[config.mk]
export PLATFORM = sky130hd
export DESIGN_NAME = swap_frame_replacement_table
export DESIGN_NICKNAME = d
export VERILOG_FILES = /design/src/rtl/sfrt_pkg.sv /design/src/rtl/sfrt_ctrl.sv /design/src/rtl/sfrt_datapath.sv /design/src/rtl/swap_frame_replacement_table.sv
export SDC_FILE = /design/constraint.sdc
export NUM_CORES = 1
export LEC_CHECK = 0
export BUFFER_PORTS_ARGS = -buffer_cell sky130_fd_sc_hd__buf_2
export CAP_MARGIN = 25
export CORE_AREA = 8 8 151 153
export CTS_BUF_LIST = sky130_fd_sc_hd__clkbuf_4 sky130_fd_sc_hd__clkbuf_8
export DETAILED_ROUTE_END_ITERATION = 10
export DIE_AREA = 0 0 159 161
export PLACE_DENSITY = 0.61
export SETUP_SLACK_MARGIN = 0.15
export SKIP_CTS_REPAIR_TIMING = 1
export SYNTH_ARGS = -nofsm -noshare
export SYNTH_HDL_FRONTEND = slang
export SYNTH_HIERARCHICAL = 1
export SYNTH_SLANG_ARGS = --single-unit
[constraint.sdc]
create_clock -name clk -period 4.3 [get_ports clk]
set_input_delay 1.075 -clock clk [delete_from_list [all_inputs] [get_ports clk]]
set_output_delay 1.075 -clock clk [all_outputs]
set_load 0.03 [all_outputs]
[src/rtl/sfrt_pkg.sv]
// shared types and constants for the swap frame replacement table
package sfrt_pkg;

  // fixed field widths
  localparam int PAGE_W  = 20;
  localparam int OWNER_W = 4;
  localparam int FRAME_W = 4;
  localparam int BLOCK_W = 5;

  // default sizing
  localparam int DEF_FRAME_COUNT     = 16;
  localparam int DEF_PAGES_PER_SPACE = 32;

  // action codes
  localparam logic ACT_FAULT   = 1'b0;
  localparam logic ACT_RELEASE = 1'b1;

  // controller to datapath commands
  typedef struct packed {
    logic load;         // capture the beat, restart scan and block reduction
    logic scan_step;    // move to next frame of the free-frame scan
    logic pick_empty;   // take the frame under the scan index
    logic pick_rotate;  // step the round-robin pointer and take its frame
    logic rd_pick;      // read table entry of the chosen frame
    logic rd_scan;      // read table entry under the scan index, step index
    logic put;          // record the new owner and present the result
  } cmd_t;

  // datapath to controller status
  typedef struct packed {
    logic empty_here;   // frame under the scan index is empty
    logic scan_last;    // scan index is on the last frame
    logic mod_done;     // block reduction of the page has finished
  } stat_t;

endpackage

[src/rtl/sfrt_ctrl.sv]
// sequencer for fault placement and owner release
module sfrt_ctrl import sfrt_pkg::*; (
  input  logic  clk,
  input  logic  rst,
  input  logic  start,
  input  logic  action,
  input  stat_t stat,
  output logic  busy,
  output cmd_t  cmd
);

  localparam logic [2:0] S_IDLE   = 3'd0;
  localparam logic [2:0] S_FSCAN  = 3'd1;
  localparam logic [2:0] S_FWAIT  = 3'd2;
  localparam logic [2:0] S_FPUT   = 3'd3;
  localparam logic [2:0] S_RSCAN  = 3'd4;
  localparam logic [2:0] S_RDRAIN = 3'd5;

  logic [2:0] state;
  logic [2:0] state_next;

  always_ff @(posedge clk) begin
    if (rst) begin
      state <= S_IDLE;
    end else begin
      state <= state_next;
    end
  end

  always_comb begin
    cmd        = '0;
    state_next = state;
    unique case (state)
      S_IDLE: begin
        if (start) begin
          cmd.load   = 1'b1;
          state_next = (action == ACT_RELEASE) ? S_RSCAN : S_FSCAN;
        end
      end
      S_FSCAN: begin
        if (stat.empty_here) begin
          cmd.pick_empty = 1'b1;
          state_next     = S_FWAIT;
        end else if (stat.scan_last) begin
          cmd.pick_rotate = 1'b1;
          state_next      = S_FWAIT;
        end else begin
          cmd.scan_step = 1'b1;
        end
      end
      S_FWAIT: begin
        if (stat.mod_done) begin
          cmd.rd_pick = 1'b1;
          state_next  = S_FPUT;
        end
      end
      S_FPUT: begin
        cmd.put    = 1'b1;
        state_next = S_IDLE;
      end
      S_RSCAN: begin
        cmd.rd_scan = 1'b1;
        if (stat.scan_last) begin
          state_next = S_RDRAIN;
        end
      end
      S_RDRAIN: begin
        state_next = S_IDLE;
      end
      default: begin
        state_next = S_IDLE;
      end
    endcase
  end

  assign busy = (state != S_IDLE);

endmodule

[src/rtl/sfrt_datapath.sv]
// frame table, scan index, round-robin pointer and block reduction
module sfrt_datapath import sfrt_pkg::*; #(
  parameter int FRAME_COUNT     = DEF_FRAME_COUNT,
  parameter int PAGES_PER_SPACE = DEF_PAGES_PER_SPACE
) (
  input  logic               clk,
  input  logic               rst,
  input  logic [OWNER_W-1:0] owner_id,
  input  logic [PAGE_W-1:0]  page_number,
  input  cmd_t               cmd,
  output stat_t              stat,
  output logic [FRAME_W-1:0] frame,
  output logic               evict,
  output logic [OWNER_W-1:0] old_owner,
  output logic [BLOCK_W-1:0] old_block,
  output logic [BLOCK_W-1:0] new_block,
  output logic               done
);

  localparam int FIDX_W = $clog2(FRAME_COUNT);
  localparam int BLK_W  = $clog2(PAGES_PER_SPACE);
  localparam int FEXT_W = (FIDX_W > FRAME_W) ? FIDX_W : FRAME_W;
  localparam int BEXT_W = (BLK_W > BLOCK_W) ? BLK_W : BLOCK_W;
  localparam int PROD_W = 2 * PAGE_W + 1;
  localparam int RSH    = PAGE_W + BLK_W;
  localparam longint RECIP_L =
    ((longint'(1) << RSH) + longint'(PAGES_PER_SPACE) - 1) / longint'(PAGES_PER_SPACE);
  localparam logic [FIDX_W-1:0] LAST_FRAME = FIDX_W'(FRAME_COUNT - 1);
  localparam logic [BLK_W:0]    MODULUS    = (BLK_W + 1)'(PAGES_PER_SPACE);
  localparam logic [PAGE_W:0]   RECIP      = (PAGE_W + 1)'(RECIP_L);

  // block reduction steps
  localparam logic [1:0] M_MUL  = 2'd0;
  localparam logic [1:0] M_QM   = 2'd1;
  localparam logic [1:0] M_SUB  = 2'd2;
  localparam logic [1:0] M_DONE = 2'd3;

  // table
  logic [FRAME_COUNT-1:0] used;
  logic [OWNER_W-1:0]     owner_mem [FRAME_COUNT];
  logic [BLK_W-1:0]       blk_mem   [FRAME_COUNT];

  logic [OWNER_W-1:0] owner_r;
  logic [PAGE_W-1:0]  page_r;
  logic [BLK_W-1:0]   rem;
  logic [1:0]         mstage;
  logic [FIDX_W-1:0]  idx;
  logic [FIDX_W-1:0]  pick;
  logic [FIDX_W-1:0]  rot;
  logic [FIDX_W-1:0]  rot_next;
  logic [FIDX_W-1:0]  rd_addr;
  logic [OWNER_W-1:0] owner_q;
  logic [BLK_W-1:0]   blk_q;
  logic               used_q;
  logic               cmp_vld;
  logic [FIDX_W-1:0]  cmp_idx;

  logic [PROD_W-1:0]       prod;
  logic [PROD_W-1:0]       prod_full;
  logic [PAGE_W-1:0]       quot;
  logic [PAGE_W+BLK_W:0]   qm_full;
  logic [PAGE_W-1:0]       qm;
  logic [PAGE_W-1:0]       diff;
  logic                    mod_busy;
  logic [FEXT_W-1:0]       pick_ext;
  logic [BEXT_W-1:0]       rem_ext;
  logic [BEXT_W-1:0]       blk_q_ext;

  // block = page - (page * RECIP >> RSH) * PAGES_PER_SPACE, one step per cycle
  // the rounded-up reciprocal gives the exact quotient for every 20-bit page
  assign prod_full = {{(PAGE_W + 1){1'b0}}, page_r} * {{PAGE_W{1'b0}}, RECIP};
  assign quot      = PAGE_W'(prod >> RSH);
  assign qm_full   = {{(BLK_W + 1){1'b0}}, quot} * {{PAGE_W{1'b0}}, MODULUS};
  assign diff      = page_r - qm;
  assign mod_busy  = (mstage != M_DONE);

  assign rot_next = (rot == LAST_FRAME) ? '0 : (rot + 1'b1);
  assign rd_addr  = cmd.rd_scan ? idx : pick;

  assign pick_ext  = FEXT_W'(pick);
  assign rem_ext   = BEXT_W'(rem);
  assign blk_q_ext = BEXT_W'(blk_q);

  assign stat.empty_here = !used[idx];
  assign stat.scan_last  = (idx == LAST_FRAME);
  assign stat.mod_done   = !mod_busy;

  always_ff @(posedge clk) begin
    if (rst) begin
      mstage  <= M_DONE;
      rem     <= '0;
      idx     <= '0;
      rot     <= '0;
      cmp_vld <= 1'b0;
      done    <= 1'b0;
      used    <= '0;
    end else begin
      done    <= cmd.put;
      cmp_vld <= cmd.rd_scan;
      if (cmd.load) begin
        mstage <= M_MUL;
        rem    <= '0;
        idx    <= '0;
      end else begin
        if (mod_busy) begin
          mstage <= mstage + 1'b1;
          if (mstage == M_SUB) begin
            rem <= diff[BLK_W-1:0];
          end
        end
        if (cmd.scan_step || cmd.rd_scan) begin
          idx <= idx + 1'b1;
        end
      end
      if (cmd.pick_empty) begin
        rot <= idx;
      end else if (cmd.pick_rotate) begin
        rot <= rot_next;
      end
      if (cmd.put) begin
        used[pick] <= 1'b1;
      end
      if (cmp_vld && used[cmp_idx] && (owner_q == owner_r)) begin
        used[cmp_idx] <= 1'b0;
      end
    end
  end

  // beat capture, reduction pipeline and choice of frame
  always_ff @(posedge clk) begin
    if (cmd.load) begin
      owner_r <= owner_id;
      page_r  <= page_number;
    end
    prod <= prod_full;
    qm   <= qm_full[PAGE_W-1:0];
    if (cmd.pick_empty) begin
      pick <= idx;
    end else if (cmd.pick_rotate) begin
      pick <= rot_next;
    end
    if (cmd.rd_pick) begin
      used_q <= used[pick];
    end
    cmp_idx <= idx;
  end

  // owner and block memory, one write and one registered read
  always_ff @(posedge clk) begin
    if (cmd.put) begin
      owner_mem[pick] <= owner_r;
      blk_mem[pick]   <= rem;
    end
    if (cmd.rd_pick || cmd.rd_scan) begin
      owner_q <= owner_mem[rd_addr];
      blk_q   <= blk_mem[rd_addr];
    end
  end

  // result registers
  always_ff @(posedge clk) begin
    if (cmd.put) begin
      frame     <= pick_ext[FRAME_W-1:0];
      evict     <= used_q;
      old_owner <= used_q ? owner_q : '0;
      old_block <= used_q ? blk_q_ext[BLOCK_W-1:0] : '0;
      new_block <= rem_ext[BLOCK_W-1:0];
    end
  end

`ifndef SYNTH
  a_done_single: assert property (@(posedge clk) disable iff (rst)
    done |=> !done)
    else $error("result strobe held for more than one cycle");

  a_no_evict_zero: assert property (@(posedge clk) disable iff (rst)
    (done && !evict) |-> (old_owner == '0 && old_block == '0))
    else $error("victim fields not zero without eviction");

  a_put_marks_used: assert property (@(posedge clk) disable iff (rst)
    cmd.put |=> used[pick])
    else $error("placed frame not marked used");

  a_rem_bound: assert property (@(posedge clk) disable iff (rst)
    {1'b0, rem} < MODULUS)
    else $error("block remainder out of range");

  a_put_after_reduction: assert property (@(posedge clk) disable iff (rst)
    cmd.put |-> !mod_busy)
    else $error("result presented before block reduction finished");
`endif

endmodule

[src/rtl/swap_frame_replacement_table.sv]
// top level of the swap frame replacement table
//
//   channel  | handshake              | beat fields
//   ---------+------------------------+-------------------------------------
//   command  | start, busy            | action, owner_id, page_number
//   result   | done (one-cycle pulse) | frame, evict, old_owner, old_block,
//            |                        | new_block
//
// a beat is taken at a rising edge with start high and busy low
// a fault beat is busy while the free-frame scan over the used bits runs, one frame per
// cycle, and until the three-step block reduction of the page, run alongside, has
// finished; done comes in the cycle after busy ends
// a release beat is busy while it reads the table once per frame and compares each owner
// rst clears the used bits, the round-robin pointer and the sequencer
// results cannot be stalled: done marks a beat valid for that one cycle
module swap_frame_replacement_table import sfrt_pkg::*; #(
  parameter int FRAME_COUNT     = DEF_FRAME_COUNT,
  parameter int PAGES_PER_SPACE = DEF_PAGES_PER_SPACE
) (
  input  logic               clk,
  input  logic               rst,
  input  logic               start,
  output logic               busy,
  input  logic               action,
  input  logic [OWNER_W-1:0] owner_id,
  input  logic [PAGE_W-1:0]  page_number,
  output logic               done,
  output logic [FRAME_W-1:0] frame,
  output logic               evict,
  output logic [OWNER_W-1:0] old_owner,
  output logic [BLOCK_W-1:0] old_block,
  output logic [BLOCK_W-1:0] new_block
);

  cmd_t  cmd;
  stat_t stat;

  // sequencer: scan, pick, read victim, record and report, or scan and release an owner
  sfrt_ctrl u_ctrl (
    .clk    (clk),
    .rst    (rst),
    .start  (start),
    .action (action),
    .stat   (stat),
    .busy   (busy),
    .cmd    (cmd)
  );

  // frame table and arithmetic
  sfrt_datapath #(
    .FRAME_COUNT     (FRAME_COUNT),
    .PAGES_PER_SPACE (PAGES_PER_SPACE)
  ) u_datapath (
    .clk         (clk),
    .rst         (rst),
    .owner_id    (owner_id),
    .page_number (page_number),
    .cmd         (cmd),
    .stat        (stat),
    .frame       (frame),
    .evict       (evict),
    .old_owner   (old_owner),
    .old_block   (old_block),
    .new_block   (new_block),
    .done        (done)
  );

endmodule

After elaboration in Yosys (flattened, before gate mapping)
Memory sizes are Yosys's and may differ from the RTL's. A register that Yosys moved wholly into a read port is not among the register bits.
Index checks and enable logic that the tools add are counted.
{"block": "op_classes", "add_sub_neg": 4, "n_lt_le_gt_ge": 5, "n_eq_ne": 13, "bitwise_logic": 3, "reduce_logical": 13, "n_mux": 40}
{"op": "$mux 16", "count": 3}
{"op": "$mux 3", "count": 7}
{"op": "$mux 1", "count": 18}
{"op": "$and 16x16->16", "count": 1}
{"op": "$mux 4", "count": 4}
{"op": "$not 16->16", "count": 1}
{"op": "$or 16x16->16", "count": 1}
{"op": "$lt 4x5->1 const B", "count": 3}
{"op": "$bmux 1 s4", "count": 3}
{"op": "$pmux 3 s4", "count": 1}
{"op": "$add 4x1->4 const B", "count": 2}
{"op": "$demux 1 s4", "count": 2}
{"op": "$eq 4x4->1 const B", "count": 2}
{"op": "$ge 4x1->1 const B", "count": 2}
{"op": "$ne 2x2->1 const B", "count": 4}
{"op": "$eq 3x2->1 const B", "count": 2}
{"op": "$sub 5x1->5 const B", "count": 1}
{"op": "$eq 4x4->1", "count": 1}
{"op": "$logic_and 1x1->1", "count": 4}
{"op": "$mux 2", "count": 2}
{"op": "$reduce_and 4->1", "count": 1}
{"op": "$reduce_bool 2->1", "count": 2}
{"op": "$eq 3x1->1 const B", "count": 1}
{"op": "$eq 3x3->1 const B", "count": 1}
{"op": "other kinds (8)", "count": 9}
{"block": "word_totals", "mem_bits_rw": 144, "output_inout_bits": 21, "memories": 2, "elab_cells": 98, "reg_bits": 88, "in_bits": 28}
{"memory": "u_datapath.blk_mem", "words": 16, "width": 5, "rd": 1, "rd_clocked_by_memory_dff": 1, "write_ports": 1, "line": "sfrt_datapath.sv:41", "source": "logic [BLK_W-1:0] blk_mem [FRAME_COUNT];"}
{"memory": "u_datapath.owner_mem", "words": 16, "width": 4, "rd": 1, "rd_clocked_by_memory_dff": 1, "write_ports": 1, "line": "sfrt_datapath.sv:40", "source": "logic [OWNER_W-1:0] owner_mem [FRAME_COUNT];"}

Depth between registers and ports, before layout
{"block": "logic_depth", "depth_word": 9, "ltp_mapped": 10, "mapped_depth_nobuf": 9}

Hierarchy
Netlist, hierarchy kept.
{"mod": "sfrt_datapath", "area_each_um2": 8712.1, "n_inst": 1, "cells_each": 530, "seq_area_each_um2": 6326.1}
{"mod": "sfrt_ctrl", "area_each_um2": 281.5, "n_inst": 1, "cells_each": 33, "seq_area_each_um2": 60.1}

Worst setup path before layout
OpenSTA, ideal clock, no wires.
{"block": "synth_timing", "path_type": "reg-to-reg", "startpoint": "register u_ctrl.state[0]", "endpoint": "register u_datapath.used[0]", "path_buffers": 1, "path_slack_ns": 1.513, "synth_period_minus_slack_ns": 2.787, "t_required_ns": 4.209, "arrival_ns": 2.696, "stages_incl_launch_ff": 7, "setup_time_ns": 0.091, "path_cell_list": "dfxtp_1 clkbuf_1 and3b_1 or3b_1 nor3_1 nor2_1 a311oi_1"}
{"element": "start: declaration", "line": "sfrt_ctrl.sv:19", "source": "logic [2:0] state;"}
{"element": "start signal: assignment", "line": "sfrt_ctrl.sv:26", "source": "state <= state_next;"}
{"element": "end signal: assignment", "line": "sfrt_datapath.sv:96", "source": "used <= '0;"}
{"element": "end signal: indexed assignment", "line": "sfrt_datapath.sv:121", "source": "used[pick] <= 1'b1;"}
{"element": "end signal: indexed assignment", "line": "sfrt_datapath.sv:124", "source": "used[cmp_idx] <= 1'b0;"}
{"element": "end: declaration", "line": "sfrt_datapath.sv:39", "source": "logic [FRAME_COUNT-1:0] used;"}

==> results.py <==
metrics = {
    "place": {
        "dp_hpwl_um": 12500,
        "io_buffers": 33,
        "gp_congestion": 0.795,
        "placed_area_um2": 9470,
    },
    "logic_synthesis": {
        "synth-edff-count": 186,
        "synth_top_family_by_area": "multiplexers",
        "synth_top_cell_by_area": "edfxtp_1",
        "seq_area_frac_synth": 0.710,
        "ys_seq_elements": 226,
        "synth.avg_cell_area_um2": 16.0,
        "synth_compound_area_frac": 0.0658,
        "async_flop_share": 0,
        "ys_types": 51,
        "yosys-top-cells-area": "edfxtp_1, dfxtp_1, mux2i_1",
        "synth_flop_cell": "edfxtp_1",
        "synth_fa_ha_area_frac": 0.00556,
        "synthCells": 563,
        "syn_area_um2": 8990,
        "synth.area.mux_share": 0.118,
        "yosys_warnings": 6,
        "synth_nets": 595,
        "yosys.area_share.simple": 0.0730,
        "synth-xor-area-share": 0.00779,
        "yosysTopAreaCellShare": 0.621,
    },
    "grt": {
        "grt_pass1_wl_um": 30200,
        "grt_antenna_before_repair": 1,
        "grt_overflow": 0,
        "grt_max_degree": 73,
        "track_usage": 0.152,
        "grt_pass1_vias": 5239,
    },
    "power": {
        "powerDensity_nw_per_um2": 469,
        "peakVddDrop_v": 0.000286,
        "cellLeakagePower_nw": 3.71,
    },
    "worst_setup_path": {
        "r2r-start": "u_ctrl/state[2]",
        "cp-startpoint": "u_ctrl/state[2]",
        "worstRegToRegCells": 7,
        "r2r_end": "u_datapath/blk_q[0]",
        "worstPathCellList": "nor3b_2 > buf_4 > mux2i_4 > buf_12 > mux2i_1 > o22ai_1 > or4_1",
        "setup.worst_path.end_class": "flip-flop",
        "crit_path_start_kind": "flip-flop",
        "cpMaxStageDelayCell": "or4_1",
        "regToRegSetupSlack_ps": 1220,
        "crit_type": "reg -> reg",
        "critPathMaxFanout": 72,
        "path_buf_inv": 2,
        "path_delay_family": "simple AND/OR/NAND/NOR gates",
        "critPathCapture": "u_datapath/blk_q[0]",
        "required_ps": 4570,
        "timing.critical_path.slowest_cell_delay_ps": 570,
        "cp.depth": 7,
        "worstPathArrival_ps": 3350,
    },
    "route": {
        "dr.pass1.iters": 5,
        "drtIter0Drc": 399,
        "route.vias.total": 5125,
        "drc": 0,
        "vias_per_cell": 5.46,
        "antenna_left": 0,
        "wl_per_cell_um": 20.7,
        "totalWireLength_um": 19400,
    },
    "final_layout": {
        "drive_gt1_frac": 0.219,
        "diodes": 0,
        "area_delta_synth_final_pct": 15.0,
        "fillerInstances": 1737,
        "finalNetCount": 663,
        "stdcell_area_um2": 10300,
        "final_common_cell": "edfxtp_1",
        "final_cell_mix": "edfxtp_1, mux2i_1, nor2_1, clkbuf_8, dfxtp_1",
    },
    "floorplanning": {
        "die_h_um": 161,
        "die_area_um2": 25600,
        "fp-row-count": 53,
        "start_util": 0.437,
        "die_width_um": 159,
        "core-area_um2": 20600,
        "pin_count": 49,
    },
    "job": {
        "drv_cap": 0,
    },
    "cts": {
        "clockBufferDepth": 3,
        "htree_levels": 2,
        "clk_pin_slew_worst_paths_ps": 60,
        "cts_tree": "done",
        "cts.sinks": 226,
        "clk_latency_ps": 540,
        "cts_root_buf": "clkbuf_8",
        "cts_buffers": 40,
    },
    "timing": {
        "rsz0062_at_grt": "false",
        "worst_pin_slew_ps": 1010,
        "slew_viol_final": 0,
        "finalCriticalPeriod_ps": 3080,
        "setup_violations": 0,
        "finalHoldViolCount": 0,
        "setup_tns_ps": 0,
        "finClkSkew_ps": 26.4,
        "finalCritPeriodShare": 0.715,
        "max_clock_freq_mhz": 325,
        "timing.slew.headroom": 0.322,
    },
    "worst_hold_path": {
        "hp-class": "reg -> reg",
        "hp-start": "u_datapath/page_r[2]",
    },
    "run_status": {
        "status": "finished, final reports clean",
    },
}
area by class of cell:
type / count / area [um2] / share of cell area
flip-flops and latches: 226 / 6390 / 0.618
repair buffers: 49 / 313 / 0.0303
well taps: 275 / 344 / 0.0333
clock inverters: 16 / 135 / 0.0131
inverters: 6 / 22.5 / 0.00218
clock buffers: 58 / 692 / 0.0669
multi-input cells: 308 / 2450 / 0.237
logic make-up (layout without fill, tap and decap cells):
family                     count (synthesis)  in the layout
and+or+nand+nor                          118            118
muxes                                     93             93
AOI/OAI and AO/OA                         85             85
buffers and inverters                     29            129
adders and majority gates                  4              4
xor gates and xnor gates                   8              8
DFF                                      226            226
worst register-to-register path: stages (launching register included):
cell and delay (ps):
dfxtp_1 520, nor3b_2 250, buf_4 240, mux2i_4 270, buf_12 400, mux2i_1 380
o22ai_1 180, or4_1 570
layer usage:
layer | track usage | wire, um | up-vias
li1 | - | - | 2365
met1 | 0.200 | 8630 | 2572
met2 | 0.243 | 9230 | 154
met3 | 0.0351 | 1190 | 34
met4 | 0.0566 | 386 | 0
met5 | 0 | 0 | -
state kept, by name, indices dropped and copies added, names as in the netlist, 5 cells and up:
name                  cells
u_datapath/page_r         5
u_datapath/owner_mem     64
u_datapath/blk_mem       80
u_datapath/new_block      5
u_datapath/used          16
u_datapath/blk_q          5
u_datapath/old_block      5
u_datapath/rem            5
through the flow:
| stage | hold WS [ps] | instances | power, mW | util | worst slack [ps] |
|---|---|---|---|---|---|
| after floorplan | 352 | 563 | 2.78 | - | 1510 |
| after global placement | 464 | 858 | 2.87 | 0.460 | 1300 |
| after detailed placement | 484 | 860 | 2.88 | 0.461 | 1220 |
| after CTS | 492 | 934 | 4.90 | 0.501 | 1220 |
| after global routing | 511 | 938 | 5.04 | 0.503 | 1060 |
| final | 492 | 938 | 4.85 | 0.503 | 1220 |
cells in the mapped netlist, types with 3 or more instances:
cell type  count
a21oi_1        6
mux4_2        10
clkbuf_1       5
nand3b_1       3
o21ai_0       10
nand2b_1       3
nor3b_1        4
nand2_1        9
and3b_1        4
o21ai_2        8
mux2_2         3
edfxtp_1     186
buf_2          7
nor2_1        43
xor2_1         4
o22ai_1       36
inv_1          6
nor2b_1        5
ha_1           4
mux2i_1       80
and3_1         4
nor3_1         7
a311oi_1      16
xnor2_1        4
and2_1        10
buf_6          7
dfxtp_1       40
or4_1          9
how the worst min path moves through the flow:
stage	end	slack (ps)	cells past startpoint
2_1_floorplan	u_datapath/cmp_idx[0]	350	0
3_3_place_gp	u_datapath/rem[4]	460	2
3_5_place_dp	u_datapath/rem[2]	480	2
4_1_cts	u_datapath/rem[2]	490	2
5_1_grt	u_datapath/rem[2]	510	2
6_report	u_datapath/rem[2]	490	2
where the power goes:
group | internal [mW] | switching [mW]
Clock | 1.16 | 0.847
Sequential | 2.44 | 0.0648
Combinational | 0.139 | 0.197
Power figures use the tool's default switching activity.
